`config.mk`:
```
export PLATFORM = sky130hd
export DESIGN_NAME = gcd_sqrt_cell
export DESIGN_NICKNAME = d
export VERILOG_FILES = /design/src/design/assert_macros.svh /design/src/design/gcd_pkg.sv /design/src/design/gcd_sqrt_cell.sv
export SDC_FILE = /design/constraint.sdc
export NUM_CORES = 1
export LEC_CHECK = 0
export ABC_CLOCK_PERIOD_IN_PS = 3000
export BUFFER_PORTS_ARGS = -buffer_cell sky130_fd_sc_hd__buf_2
export CAP_MARGIN = 20
export CORE_ASPECT_RATIO = 1.1
export CORE_UTILIZATION = 45
export DETAILED_ROUTE_END_ITERATION = 8
export PLACE_DENSITY_LB_ADDON = 0.15
export SYNTH_ARGS = -nofsm -noshare
export SYNTH_HDL_FRONTEND = slang
export SYNTH_SLANG_ARGS = --single-unit
export TNS_END_PERCENT = 1
```
`constraint.sdc`:
```
create_clock -name clk_i -period 3 [get_ports clk_i]
set_input_delay 0.3 -clock clk_i [delete_from_list [all_inputs] [get_ports clk_i]]
set_output_delay 0.3 -clock clk_i [all_outputs]
set_load 0.02 [all_outputs]
```
`src/design/assert_macros.svh`:
```
// assertion macros shared by the distance block
`ifndef ASSERT_MACROS_SVH
`define ASSERT_MACROS_SVH
`ifndef SYNTHESIS
`define GCD_ASSERT(lbl, prop) \
  lbl: assert property (@(posedge clk_i) disable iff (!rst_ni) prop) \
    else $error("gcd property failed");
`define GCD_NEVER(lbl, expr) \
  lbl: assert property (@(posedge clk_i) disable iff (!rst_ni) !(expr)) \
    else $error("gcd forbidden condition seen");
`else
`define GCD_ASSERT(lbl, prop)
`define GCD_NEVER(lbl, expr)
`endif
`endif

```
`src/design/gcd_pkg.sv`:
```
// types, constants and helper functions of the great-circle distance block
`default_nettype none
package gcd_pkg;

  localparam int CW       = 36;   // cordic datapath width
  localparam int NumIter  = 30;   // cordic steps
  localparam int SqrtBits = 31;   // root bits

  localparam logic signed [CW-1:0] CordicGain = 36'sd652032874;
  localparam logic signed [32:0]   UnitToHalfRad = 33'sd2012227627;
  localparam logic [22:0]          RadiusReset = 23'd6371000;
  localparam logic [24:0]          DistMax = 25'd26353589;
  localparam logic [30:0]          QOne = 31'd1073741824;

  localparam logic [29:0] AtanTable [10] = '{
    30'd843314857, 30'd497837829, 30'd263043837, 30'd133525159, 30'd67021687,
    30'd33543516, 30'd16775851, 30'd8388437, 30'd4194283, 30'd2097149
  };

  typedef struct packed {
    logic signed [CW-1:0] x;
    logic signed [CW-1:0] y;
    logic signed [CW-1:0] z;
  } cord_t;

  typedef struct packed {
    logic [61:0] n;
    logic [33:0] rem;
    logic [30:0] root;
  } sq_t;

  function automatic logic signed [CW-1:0] atan_entry(input int unsigned i);
    logic signed [CW-1:0] r;
    if (i < 10) begin
      r = CW'(AtanTable[i[3:0]]);
    end else begin
      r = CW'(1) << (30 - i);
    end
    return r;
  endfunction

  // q30 product with round half up
  function automatic logic signed [31:0] qmul(input logic signed [31:0] p,
                                              input logic signed [31:0] q);
    logic signed [63:0] m;
    m = p * q + 64'sd536870912;
    return m[61:30];
  endfunction

endpackage
`default_nettype wire

```
`src/design/gcd_sqrt_cell.sv`:
```
// one root bit of the pipelined restoring square root
`default_nettype none
module gcd_sqrt_cell #(
  parameter int unsigned Bit = 0
) (
  input  logic         clk_i,
  input  gcd_pkg::sq_t s_i,
  output gcd_pkg::sq_t s_o
);

  logic [33:0] rem_sh, trial;
  gcd_pkg::sq_t s_d, s_q;

  always_comb begin
    rem_sh = {s_i.rem[31:0], s_i.n[2*Bit+1 -: 2]};
    trial  = {1'b0, s_i.root, 2'b01};
    s_d.n  = s_i.n;
    if (rem_sh >= trial) begin
      s_d.rem  = rem_sh - trial;
      s_d.root = {s_i.root[29:0], 1'b1};
    end else begin
      s_d.rem  = rem_sh;
      s_d.root = {s_i.root[29:0], 1'b0};
    end
  end

  always_ff @(posedge clk_i) begin
    s_q <= s_d;
  end

  assign s_o = s_q;

endmodule
`default_nettype wire
```
==> run metrics <==
Startpoint Class input pin; ys flop type dfxtp_1; most frequent cells in the layout buf_2 (252), dfxtp_1 (127), dlygate4sd3_1 (89); IO Pins 255; Starting Density 47.0%; crit path from s_i[5]; Final setup viols 0; Post-synth EDFFs 0; hpwl dp 10400 um; Hold Fails Final Rpt 0; top post-synthesis cells by area dfxtp_1 (51%), ha_1 (8.3%), a21oi_1 (4.0%); total leakage power 3.96 nW; post-route cell area 7940 um2; Initial DRC Count 168; placed cell areas 6410 um2; Routed wire per std cell 16.9 um; Nets 1024; core area 10600 um2; Power Density 653 nW/um2; Worst Path Arrival 3200 ps; GP Congestion 0.853; final wirelength 17200 um; layout cells sized above 1 35.9%; Synth top area share 51.1%; Die X 102 um; max reg flops 127; crit share post-route 96.6%; initial antenna violation count 0; Max VDD drop 0.369 mV; post-route antenna net violation count 0; Slew @ Worst Pin 400 ps; DIE AREA 11500 um2; pre-CTS setup slack 84.1 ps; Remaining DRCs 0; critical path's top delay family compound AO/OA/AOI/OAI gates; gr ovfl total 0; WP data required 3310 ps; Root Driver clkbuf_16; Clock Sink Count 127; Final Max Slew Viols 0; Port Buffers 252; via count 5140; Hold Path Class in2reg; max incr delay on CP 580 ps; Post-synth ARST share 0%; Syn Nets 668; CTS clock-pin slew for the worst setup and hold paths 50 ps; chip height 112 um; DR pass1 iterations 4; Crit-path slowest cell dlygate4sd3_1; Crit. End Element flip-flop; CTS tree done; Distinct cells, synth 57; MaxCap Viol Count 0; gr usage total 30.0%; Mapped Area 4980 um2; Setup crit end s_o[63]; worst path buffer plus inverter count 4; Crit. path cell count 13; area grow syn2layout 59.6%; outcome complete, no violations; dominant cell type by area after synthesis dfxtp_1; Worst slew margin 73.2%; crit-path max FO 29; Yosys reg bits 127; H-Tree Depth 4; CTS max path bufs 2; leading cell type in the layout, fill and taps excluded buf_2; worst setup margin 103 ps; fin crit period 2900 ps; crit path cell chain dlygate4sd3_1 -> buf_2 -> inv_1 -> ha_1 -> a21oi_1 -> nor2_1 -> o41ai_4 -> a21oi_2 -> o211a_4 -> o21ai_4 -> buf_12 -> a31oi_1 -> a32o_1; first-pass GRT wire length 25900 um; Rows 39; achievable clock frequency 345 MHz; mean post-synth cell area 9.82 um2; cell count after synthesis 507; routed vias/inst 5.04; sequential share of the synthesized area 51.1%; WS Path Type in2reg; vias in the first global route 5162; Num CTS Buffers 17; largest net degree at the start of global routing 30; RSZ-0062 raised after global routing true; yosys warns 0
==> report_power, final <==
part | leakage, nW | switching, W | total [W] | internal [W]
clock | 0.278 | 0.000759 | 0.00204 | 0.00128
combinational | 2.61 | 0.000734 | 0.00124 | 0.000505
sequential | 1.07 | 0.0000462 | 0.00191 | 0.00186
total | 3.96 | 0.00154 | 0.00519 | 0.00365
==> logic make-up (layout without fill, tap and decap cells) <==
kind of cell    count (synthesis)  in the layout  synth area share, %
other cells                     0              2                    0
fa+ha+maj                      33             33                 8.30
simple gates                  131            131                 12.5
mux                             3              3                0.628
compound gates                133            133                 18.3
buf+inv                        58            426                 5.30
xor+xnor                       22             22                 3.87
flops                         127            127                 51.1
==> Yosys cell counts, drive strengths merged (3+ instances only) <==
library cell	count
a31oi	4
o211ai	6
nand4	6
o21a	4
inv	44
nor2	40
a21oi	44
dfxtp	127
xor2	12
nand2	37
nor3	10
a21o	16
and3	5
buf	7
nand3	13
a211oi	7
ha	33
o21ai	26
and4	3
nand2b	4
clkbuf	7
o31ai	8
xnor2	10
or3	6
==> worst min-delay path by stage <==
stage	startpoint	to	slack, ps	cells past startpoint
3_3_place_gp	s_i[116]	s_o[116]	400	1
4_1_cts	s_i[23]	s_o[24]	2	1
3_5_place_dp	s_i[91]	s_o[91]	400	1
6_report	s_i[23]	s_o[24]	20	1
2_1_floorplan	s_i[100]	s_o[100]	330	0
5_1_grt	s_i[23]	s_o[24]	20	1
==> per-layer routing <==
layer	share of wire, %	routed length [um]	up-vias	global-route usage, %
li1	-	-	2482	-
met1	37	6350	2348	30.2
met2	51	8870	249	54.0
met3	7.3	1260	61	8.34
met4	4.3	748	0	17.8
met5	0	0	-	0
==> what timing repair did <==
item                       in CTS  in global routing
hold buffers                   89                  0
setup buffers                   0                  1
setup endpoints to repair       0                 24
hold endpoints to repair       89                  0
resized for setup               0                  8
==> through the flow <==
| step | power, W | util [%] | instances | setup TNS (ps) | hold slack (ps) |
|---|---|---|---|---|---|
| floorplan | 0.00265 | - | 507 | 0 | 328 |
| global placement | 0.00301 | 60.5 | 897 | 0 | 402 |
| detailed placement | 0.00303 | 60.5 | 897 | 0 | 404 |
| CTS | 0.00513 | 74.5 | 1017 | 0 | 1.67 |
| global route | 0.00538 | 74.9 | 1018 | -961 | 20.1 |
| finish | 0.00519 | 75.0 | 1020 | 0 | 20.4 |
==> cell type report <==
type,instances,area [um2]
Fill cell,724,2650
Sequential cell,127,2540
Antenna cell,2,5.00
Inverter,44,168
Multi-Input combinational cell,322,2210
Clock inverter,9,110
Tap cell,143,179
Clock buffer,22,474
Timing Repair Buffer,351,2250
Note: power is estimated with default switching activity, not from simulation.
