==> src/design/assert_macros.svh <==
// assertion macros shared by the distance block
`ifndef ASSERT_MACROS_SVH
`define ASSERT_MACROS_SVH
`ifndef SYNTHESIS
`define GCD_ASSERT(lbl, prop) \
  lbl: assert property (@(posedge clk_i) disable iff (!rst_ni) prop) \
    else $error("gcd property failed");
`define GCD_NEVER(lbl, expr) \
  lbl: assert property (@(posedge clk_i) disable iff (!rst_ni) !(expr)) \
    else $error("gcd forbidden condition seen");
`else
`define GCD_ASSERT(lbl, prop)
`define GCD_NEVER(lbl, expr)
`endif
`endif

==> src/design/gcd_pkg.sv <==
// types, constants and helper functions of the great-circle distance block
`default_nettype none
package gcd_pkg;

  localparam int CW       = 36;   // cordic datapath width
  localparam int NumIter  = 30;   // cordic steps
  localparam int SqrtBits = 31;   // root bits

  localparam logic signed [CW-1:0] CordicGain = 36'sd652032874;
  localparam logic signed [32:0]   UnitToHalfRad = 33'sd2012227627;
  localparam logic [22:0]          RadiusReset = 23'd6371000;
  localparam logic [24:0]          DistMax = 25'd26353589;
  localparam logic [30:0]          QOne = 31'd1073741824;

  localparam logic [29:0] AtanTable [10] = '{
    30'd843314857, 30'd497837829, 30'd263043837, 30'd133525159, 30'd67021687,
    30'd33543516, 30'd16775851, 30'd8388437, 30'd4194283, 30'd2097149
  };

  typedef struct packed {
    logic signed [CW-1:0] x;
    logic signed [CW-1:0] y;
    logic signed [CW-1:0] z;
  } cord_t;

  typedef struct packed {
    logic [61:0] n;
    logic [33:0] rem;
    logic [30:0] root;
  } sq_t;

  function automatic logic signed [CW-1:0] atan_entry(input int unsigned i);
    logic signed [CW-1:0] r;
    if (i < 10) begin
      r = CW'(AtanTable[i[3:0]]);
    end else begin
      r = CW'(1) << (30 - i);
    end
    return r;
  endfunction

  // q30 product with round half up
  function automatic logic signed [31:0] qmul(input logic signed [31:0] p,
                                              input logic signed [31:0] q);
    logic signed [63:0] m;
    m = p * q + 64'sd536870912;
    return m[61:30];
  endfunction

endpackage
`default_nettype wire

==> src/design/gcd_rot_cell.sv <==
// one rotation step of the sine/cosine cordic chain
`default_nettype none
module gcd_rot_cell #(
  parameter int unsigned Step = 0
) (
  input  logic           clk_i,
  input  gcd_pkg::cord_t c_i,
  output gcd_pkg::cord_t c_o
);

  logic signed [gcd_pkg::CW-1:0] x, y, z, xs, ys, at;
  gcd_pkg::cord_t c_d, c_q;

  always_comb begin
    x  = c_i.x;
    y  = c_i.y;
    z  = c_i.z;
    xs = x >>> Step;
    ys = y >>> Step;
    at = gcd_pkg::atan_entry(Step);
    if (!z[gcd_pkg::CW-1]) begin
      c_d.x = x - ys;
      c_d.y = y + xs;
      c_d.z = z - at;
    end else begin
      c_d.x = x + ys;
      c_d.y = y - xs;
      c_d.z = z + at;
    end
  end

  always_ff @(posedge clk_i) begin
    c_q <= c_d;
  end

  assign c_o = c_q;

endmodule
`default_nettype wire

==> config.mk <==
export PLATFORM = sky130hd
export DESIGN_NAME = gcd_rot_cell
export DESIGN_NICKNAME = d
export VERILOG_FILES = /design/src/design/assert_macros.svh /design/src/design/gcd_pkg.sv /design/src/design/gcd_rot_cell.sv
export SDC_FILE = /design/constraint.sdc
export NUM_CORES = 1
export LEC_CHECK = 0
export BUFFER_PORTS_ARGS = -buffer_cell sky130_fd_sc_hd__clkbuf_2
export CORE_MARGIN = 2
export CORE_UTILIZATION = 57
export CTS_CLUSTER_SIZE = 16
export DETAILED_ROUTE_END_ITERATION = 10
export PLACE_DENSITY = 0.91
export SETUP_SLACK_MARGIN = 0.5
export SLEW_MARGIN = 20
export SYNTH_ARGS = -nofsm -noshare
export SYNTH_HDL_FRONTEND = slang
export SYNTH_SLANG_ARGS = --single-unit
export TNS_END_PERCENT = 1
==> constraint.sdc <==
create_clock -name clk_i -period 4.6 [get_ports clk_i]
set_input_delay 0.23 -clock clk_i [delete_from_list [all_inputs] [get_ports clk_i]]
set_output_delay 0.23 -clock clk_i [all_outputs]
set_load 0.005 [all_outputs]
==> metrics <==
Antenna Nets Post-Route=0; critical-path maximum fanout=97; Seq/Total Area, Yosys=21.0%; Area growth syn-to-layout=14.2%; Setup crit end kind=flop; Slew Viols, Final=0; multiplexer share of the synthesized area=1.18%; Placed Area=11400 µm²; IO buf count=216; #FFs+latches synth=107; CTS tree=yes; Tmin final=roughly 3200 ps; peak supply drop=0.198 mV; compound-cell area share of the yosys netlist=29.3%; H-tree level count=3; Synth Area in Adders=17.8%; Final setup viols=0; cell count after placement=1709; Diodes inserted=0; measured slew at the worst slew-check pin=1070 ps; simple-gate share of the synthesized area=15.5%; RSZ-0062 raised after global routing=no; layout cells sized above 1=17.9%; worst setup path class=in2reg; Fillers=1518; min-delay src=c_i[0]; routed vias=10546; Worst Setup Start Kind=input pin; Synth Area per Inst=7.75 µm²; clock sink count=about 110; cell count after synthesis=1317; hold_buf cts=0; combinational family with the most area after synthesis=compound AO/OA/AOI/OAI gates; Remaining Overflow, GRT=0; Synth Area in XOR/XNOR=8.58%; Required @ worst endpoint=between 4000 and 5000 ps; GR Layer Usage met2=approximately 53%; Worst-path clk slew=80 ps; Hold Vio Cnt, Final=0; Fmax achieved=between 300 and 400 MHz; Leak=5.63 nW; Yosys top cell by area=dfxtp_1; total track usage=around a third; GP Congestion=0.995; Layout Utilization=approximately two thirds; vias per cell=6.11; Core Box Area=approximately 17000 µm²; period utilization=a little over two thirds; die width=138 µm; HPWL Detailed=24300 µm; Mapped Nets=1569; design area=between 10000 and 15000 µm²; warnings from Yosys=0; Max clock buf depth=2; Setup TNS=0 ps; nets=~1700; WL per Instance=17.9 µm; Primary FF master, synth=dfxtp_1; most used routing layer=met2; Max-Cap Viols=0; Die Y=138 µm; FP Rows=48; EDFF count, synth=0; Slew headroom=28.6%; Hold WC Path Type=in2reg; met3 Usage GRT=4.93%; pin count of the biggest net entering global routing=98; CTS Root Cell=clkbuf_16; FFs w/ async S/R, synth=0%; initial antenna violation count=0; Worst Path Arrival=3480 ps; Post-CTS Setup Inserts=0; DR pass1 iterations=9; io pins=217; Finished Layout Cells=between 1500 and 2000; vias in the first global route=9973; CP Launch Point=c_i[35]; Syn Std Cell Area=just over 10000 µm²; Synth area leaders=dfxtp_1, ha_1, a21oi_1; met1 usage=between 30% and 40%; Cell Pwr Density=roughly 300 nW/µm²; WL final=30800 µm; global-route wire length before repair=48100 µm; Die Area=19000 µm²; Synth cell types=86; CTS Buf Count=9; max reg flops=107; Residual DRC=1; post-CTS sizing=0; status=finished, violations left; area share of the largest cell type after synthesis=21.0%; failing checks=DRC; Initial Util=58.6%; Initial DRC Count=~890
## worst max-delay path, stage by stage
cell and delay [ps]:
buf_4 120, buf_4 800, ha_1 440, a21o_1 200, a311oi_1 310, o211ai_1 150, o22ai_2 290, o31a_1 250
o31a_1 230, o221a_4 230, o21ai_2 60, xor2_1 160
## cells in the final DEF (no fill, tap or decap), types with 15 or more instances in the layout
cell,Yosys,final
clkbuf_2,0,215
a21oi_1,165,165
ha_1,139,139
inv_1,121,120
dfxtp_1,107,107
nor2_1,105,105
xnor2_1,79,79
o21ai_0,75,75
nand2_1,66,66
a21o_1,42,42
o21bai_1,32,32
nand3_1,29,29
nor2b_1,23,23
xor2_1,21,21
nor3_1,21,21
nand4_1,18,18
o31ai_1,16,16
o21a_1,15,15
o211ai_1,15,15
## routing by layer
metal / share of wire, % / vias up
met5: 0 / -
met4: 4.2 / 0
li1: - / 5018
met2: 46 / 627
met1: 41 / 4800
met3: 9.7 / 101
## cell families (layout without fill, tap and decap cells)
group	after synthesis	in the layout
buf+inv	174	357
fa+ha+maj	143	143
flops	107	107
compound gates	459	459
mux	12	12
simple gates	322	322
xor+xnor	100	100
## cell usage after synthesis (4+ instances only)
master	number
o21ai_0	75
nor4_1	7
a21o_1	42
or2_2	10
inv_1	121
xnor2_1	79
dfxtp_1	107
a21oi_1	165
a2111oi_0	4
o211ai_1	15
or3_1	5
nand4_1	18
ha_1	139
buf_1	12
o21a_1	15
nor2_1	105
o31a_1	4
o21bai_1	32
o31ai_1	16
xor2_1	21
a21boi_0	4
nand2b_1	9
buf_4	5
a31oi_1	11
nand2_1	66
and2_1	4
nand3_1	29
nor2b_1	23
buf_2	10
o221ai_1	7
a211oi_1	8
clkbuf_1	24
and3_1	8
nor3_1	21
o21ai_1	7
mux2i_1	12
fa_1	4
## final timing paths
path / cells after the start / endpoint / slack, ps
max: 12 / c_o[34]$_DFF_P_ / 1360
min: 2 / c_o[0]$_DFF_P_ / 70
## layout make-up
type	count	area [µm²]	area share, %
multi-input cells	1036	7380	63.3
clock inverters	4	37.5	0.322
well taps	225	282	2.42
inverters	123	462	3.96
flip-flops and latches	107	2140	18.4
clock buffers	12	256	2.20
repair buffers	218	1100	9.43
## where the power goes
part | internal (mW) | switching [mW]
logic | 0.614 | 0.866
clock network | 0.408 | 0.380
registers | 1.15 | 0.0633
## stage by stage
step                      worst slack, ps  power [mW]  hold slack [ps]
after floorplan                      1150        2.14              287
after global placement               1120        2.65              421
after detailed placement             1030        2.68              435
after CTS                            1400        3.46             59.0
after global routing                 1140        3.68             66.4
final                                1360        3.48             67.3
No activity file was read; power rests on OpenSTA's default activity.
