### src/design/assert_macros.svh
// assertion macros shared by the distance block
`ifndef ASSERT_MACROS_SVH
`define ASSERT_MACROS_SVH
`ifndef SYNTHESIS
`define GCD_ASSERT(lbl, prop) \
  lbl: assert property (@(posedge clk_i) disable iff (!rst_ni) prop) \
    else $error("gcd property failed");
`define GCD_NEVER(lbl, expr) \
  lbl: assert property (@(posedge clk_i) disable iff (!rst_ni) !(expr)) \
    else $error("gcd forbidden condition seen");
`else
`define GCD_ASSERT(lbl, prop)
`define GCD_NEVER(lbl, expr)
`endif
`endif

### src/design/gcd_pkg.sv
// types, constants and helper functions of the great-circle distance block
`default_nettype none
package gcd_pkg;

  localparam int CW       = 36;   // cordic datapath width
  localparam int NumIter  = 30;   // cordic steps
  localparam int SqrtBits = 31;   // root bits

  localparam logic signed [CW-1:0] CordicGain = 36'sd652032874;
  localparam logic signed [32:0]   UnitToHalfRad = 33'sd2012227627;
  localparam logic [22:0]          RadiusReset = 23'd6371000;
  localparam logic [24:0]          DistMax = 25'd26353589;
  localparam logic [30:0]          QOne = 31'd1073741824;

  localparam logic [29:0] AtanTable [10] = '{
    30'd843314857, 30'd497837829, 30'd263043837, 30'd133525159, 30'd67021687,
    30'd33543516, 30'd16775851, 30'd8388437, 30'd4194283, 30'd2097149
  };

  typedef struct packed {
    logic signed [CW-1:0] x;
    logic signed [CW-1:0] y;
    logic signed [CW-1:0] z;
  } cord_t;

  typedef struct packed {
    logic [61:0] n;
    logic [33:0] rem;
    logic [30:0] root;
  } sq_t;

  function automatic logic signed [CW-1:0] atan_entry(input int unsigned i);
    logic signed [CW-1:0] r;
    if (i < 10) begin
      r = CW'(AtanTable[i[3:0]]);
    end else begin
      r = CW'(1) << (30 - i);
    end
    return r;
  endfunction

  // q30 product with round half up
  function automatic logic signed [31:0] qmul(input logic signed [31:0] p,
                                              input logic signed [31:0] q);
    logic signed [63:0] m;
    m = p * q + 64'sd536870912;
    return m[61:30];
  endfunction

endpackage
`default_nettype wire

### src/design/gcd_vec_cell.sv
// one vectoring step of the arctangent cordic chain
`default_nettype none
module gcd_vec_cell #(
  parameter int unsigned Step = 0
) (
  input  logic           clk_i,
  input  gcd_pkg::cord_t c_i,
  output gcd_pkg::cord_t c_o
);

  logic signed [gcd_pkg::CW-1:0] x, y, z, xs, ys, at;
  gcd_pkg::cord_t c_d, c_q;

  always_comb begin
    x  = c_i.x;
    y  = c_i.y;
    z  = c_i.z;
    xs = x >>> Step;
    ys = y >>> Step;
    at = gcd_pkg::atan_entry(Step);
    if (!y[gcd_pkg::CW-1]) begin
      c_d.x = x + ys;
      c_d.y = y - xs;
      c_d.z = z + at;
    end else begin
      c_d.x = x - ys;
      c_d.y = y + xs;
      c_d.z = z - at;
    end
  end

  always_ff @(posedge clk_i) begin
    c_q <= c_d;
  end

  assign c_o = c_q;

endmodule
`default_nettype wire

### config.mk
export PLATFORM = sky130hd
export DESIGN_NAME = gcd_vec_cell
export DESIGN_NICKNAME = d
export VERILOG_FILES = /design/src/design/assert_macros.svh /design/src/design/gcd_pkg.sv /design/src/design/gcd_vec_cell.sv
export SDC_FILE = /design/constraint.sdc
export NUM_CORES = 1
export LEC_CHECK = 0
export ABC_AREA = 1
export BUFFER_PORTS_ARGS = -buffer_cell sky130_fd_sc_hd__buf_2
export CAP_MARGIN = 10
export CORE_ASPECT_RATIO = 1.25
export CORE_UTILIZATION = 63
export CTS_CLUSTER_DIAMETER = 60
export DETAILED_ROUTE_END_ITERATION = 12
export GPL_TIMING_DRIVEN = 0
export PLACE_DENSITY = 0.95
export SYNTH_ARGS = -nofsm -noshare
export SYNTH_HDL_FRONTEND = slang
export SYNTH_SLANG_ARGS = --single-unit
### constraint.sdc
create_clock -name clk_i -period 9.6 [get_ports clk_i]
set_input_delay 2.88 -clock clk_i [delete_from_list [all_inputs] [get_ports clk_i]]
set_output_delay 2.88 -clock clk_i [all_outputs]
set_load 0.01 [all_outputs]
==> metrics.md <==
| Metric | Value |
|---|---|
| Outcome | finished clean |
| CP top delay family | buffers and inverters |
| Number of setup buffers added after CTS | 0 |
| Syn-to-layout area delta | 13.5% |
| Share of the clock period used by the worst path after layout | 64.7% |
| Bufs and invs on worst path | 5 |
| Number of global-route vias before repair | 14700 |
| Maximum capacitance violations | 0 |
| Antenna Diode Count | 0 |
| Drt initial violations | 1461 |
| Wire length of the first global-routing pass | 72200 um |
| Fraction of layout cells with a size suffix above 1 | 13.1% |
| Top sig layer | met4 |
| Gpl congestion | 1.20 |
| I/O pin count | 217 |
| Height of the chip | 160 um |
| Slew at the pin closest to its max-slew limit | 1.01 ns |
| Kind of launch point of the worst setup path | input pin |
| Max-slew headroom | 32.7% |
| Critical-path maximum fanout | 25 |
| Metal2 WL | 21900 um |
| Peak supply drop | 0.0978 mV |
| Flip-flop count of the largest register, all copies and words added | 107 |
| Classification of the worst-slack hold path | in2reg |
| Detailed placement HPWL | 39000 um |
| Cell count after synthesis | 2142 |
| Final TNS setup | 0 ns |
| Clock Root Buffer | sky130_fd_sc_hd__clkbuf_16 |
| DRC errors left | 0 |
| WS Path Type | in2reg |
| First-pass iteration count of the detailed router | 9 |
| Portion of the post-synthesis area used by sequential elements | 17.1% |
| Critical path capture point type | flip-flop |
| Maximum number of pins on one net before global-route repair | 26 |
| Post-synthesis instance area | 0.0125 mm2 |
| Number of warnings reported in the yosys synthesis log | 0 |
| Total congestion overflow | 0 |
| Fmax | 161 MHz |
| Number of clock buffers inserted by TritonCTS | 9 |
| Fin. Hold Viols | 0 |
| Number of nets in the finished design | 2625 |
| Post-layout power | 1800 uW |
| Largest stage delay on the critical path | 0.70 ns |
| Detailed-routing wirelength on met1 | 16000 um |
| Seq cells post-synth | 107 |
| Time the final worst path needs with I/O delays and setup | 6.21 ns |
| Drt total wl | 47200 um |
| Floorplan die width | 128 um |
| Placed Instance Area | 0.0139 mm2 |
| Vias after detailed routing | 15200 |
| Total of endpoints with negative setup slack in the final report | 0 |
| Slowest CP cell | sky130_fd_sc_hd__buf_2 |
| Count of unique library cells instantiated by Yosys | 44 |
| RSZ-0062 raised after global routing | no |
| Reg clk slew, reported paths | 0.07 ns |
| Die ar. | 0.0204 mm2 |
| Number of nets in the synthesized netlist | 2398 |
| # resized after CTS | 0 |
| Critical-path cell list | buf_2 > clkbuf_1 > inv_1 > clkbuf_1 > buf_2 > ha_1 > a21oi_1 > o21ai_0 > a21oi_1 > o21ai_0 > nand2_1 > nand2_1 > xor2_1 |
| Hold_buf cts | 0 |
| DR WL/cell | 17.9 um |
| Core Footprint | 0.0195 mm2 |
| Worst hold slack | 2.81 ns |
| Overall global routing resource usage | 45.8% |
| Antenna violation net count after detailed routing | 0 |
| Max clock buf depth | 2 |
| Total number of cells along the worst setup path | 13 |
| Fin area | 0.0142 mm2 |
| Pleak | 0.00802 uW |
| Initial cell density of the core | 64.2% |
| Power Dens Cells | 127 mW/mm2 |
| Site row count | 57 |
| Data arrival time of the critical path | 6.47 ns |
| Vias/cell | 5.77 |
| Max Transition Viols Final | 0 |
| Fill cell instance count of the final layout | 1727 |
| Number of H-tree branching levels | 3 |
| Hold-critical path depth | 2 |
| TritonCTS clock tree | yes |
| Clock sink count | 107 |
| Count of port buffers added during placement | 216 |
| Required time of the worst setup path | 9.85 ns |
| Met3 wirelength from detailed routing | 4800 um |
| Initial antenna violation count | 1 |
| Synthesized area per cell | 5.84 um2 |
==> area by class of cell <==
cell class	count	area [um2]	area share (%)
timing repair buffer	216	1080	7.62
clock inverter	4	26.3	0.185
buffer	49	325	2.29
inverter	342	1280	9.05
multi-input combinational	1644	8750	61.7
clock buffer	12	246	1.74
sequential	107	2140	15.1
tap	265	332	2.34
==> synth_stat cells, drive strengths merged <==
| cell type | instances | area [um2] |
|---|---|---|
| xor2 | 45 | 394 |
| inv | 342 | 1280 |
| nor4 | 3 | 25.0 |
| o21ai | 111 | 571 |
| nand2 | 665 | 2530 |
| o31ai | 2 | 15.0 |
| o21bai | 27 | 206 |
| nor3b | 1 | 7.51 |
| xnor2 | 7 | 61.3 |
| nor2 | 219 | 860 |
| fa | 4 | 80.1 |
| o22ai | 10 | 62.6 |
| nand4 | 14 | 87.6 |
| and2 | 5 | 31.3 |
| o211ai | 2 | 15.0 |
| ha | 143 | 1790 |
| nand3 | 177 | 896 |
| o21a | 3 | 22.5 |
| nand3b | 4 | 30.0 |
| clkbuf | 8 | 30.0 |
| a21oi | 168 | 860 |
| a21o | 6 | 45.0 |
| or2 | 4 | 25.0 |
| a31oi | 3 | 18.8 |
| nor3 | 19 | 100 |
| dfxtp | 107 | 2140 |
| a21boi | 2 | 15.0 |
| buf | 41 | 295 |
==> final timing paths <==
kind / slack [ns] / start / endpoint
hold / removal: 2.81 / c_i[0] / c_o[0]$_DFF_P_
setup / recovery: 3.39 / c_i[71] / c_o[24]$_DFF_P_
==> metal layers <==
layer / vias up / track usage [%]
met4: 0 / 41.4
met1: 6725 / 45.8
li1: 7206 / -
met2: 984 / 77.2
met3: 309 / 12.1
met5: - / 0
==> power breakdown <==
| group | total (uW) | internal [uW] | switching, uW |
|---|---|---|---|
| registers | 552 | 531 | 21.5 |
| logic | 884 | 294 | 590 |
| clock network | 367 | 183 | 184 |
==> kinds of logic (layout without fill, tap and decap cells) <==
kind of cell             Yosys count  after routing  synth area share (%)
flip-flops                       107            107                  17.1
AND/OR/NAND/NOR                 1111           1111                  36.8
AO/OA/AOI/OAI                    334            334                  14.6
XOR/XNOR                          52             52                  3.64
adder cells (fa/ha/maj)          147            147                  15.0
buffers and inverters            391            623                  12.9
==> per-stage QoR <==
step	worst slack, ns	cells	util [%]
after CTS	3.51	2639	72.9
after global placement	3.18	2623	71.5
final	3.39	2639	72.9
after floorplan	4.43	2142	-
after global routing	3.23	2639	72.9
after detailed placement	3.15	2623	71.5
==> cells in the final DEF, fill, tap and decap left out, types with 15 or more instances in the layout <==
master / synthesis / final
sky130_fd_sc_hd__buf_4: 27 / 27
sky130_fd_sc_hd__dfxtp_1: 107 / 107
sky130_fd_sc_hd__a21oi_1: 163 / 163
sky130_fd_sc_hd__o21bai_1: 26 / 26
sky130_fd_sc_hd__buf_2: 8 / 224
sky130_fd_sc_hd__ha_1: 143 / 143
sky130_fd_sc_hd__o21ai_0: 102 / 102
sky130_fd_sc_hd__nand2_1: 650 / 650
sky130_fd_sc_hd__nand2_2: 15 / 15
sky130_fd_sc_hd__nand3_1: 175 / 175
sky130_fd_sc_hd__xor2_1: 45 / 45
sky130_fd_sc_hd__inv_1: 339 / 339
sky130_fd_sc_hd__nor2_1: 210 / 210
sky130_fd_sc_hd__nor3_1: 18 / 18
Note: power is estimated with default switching activity, not from simulation.
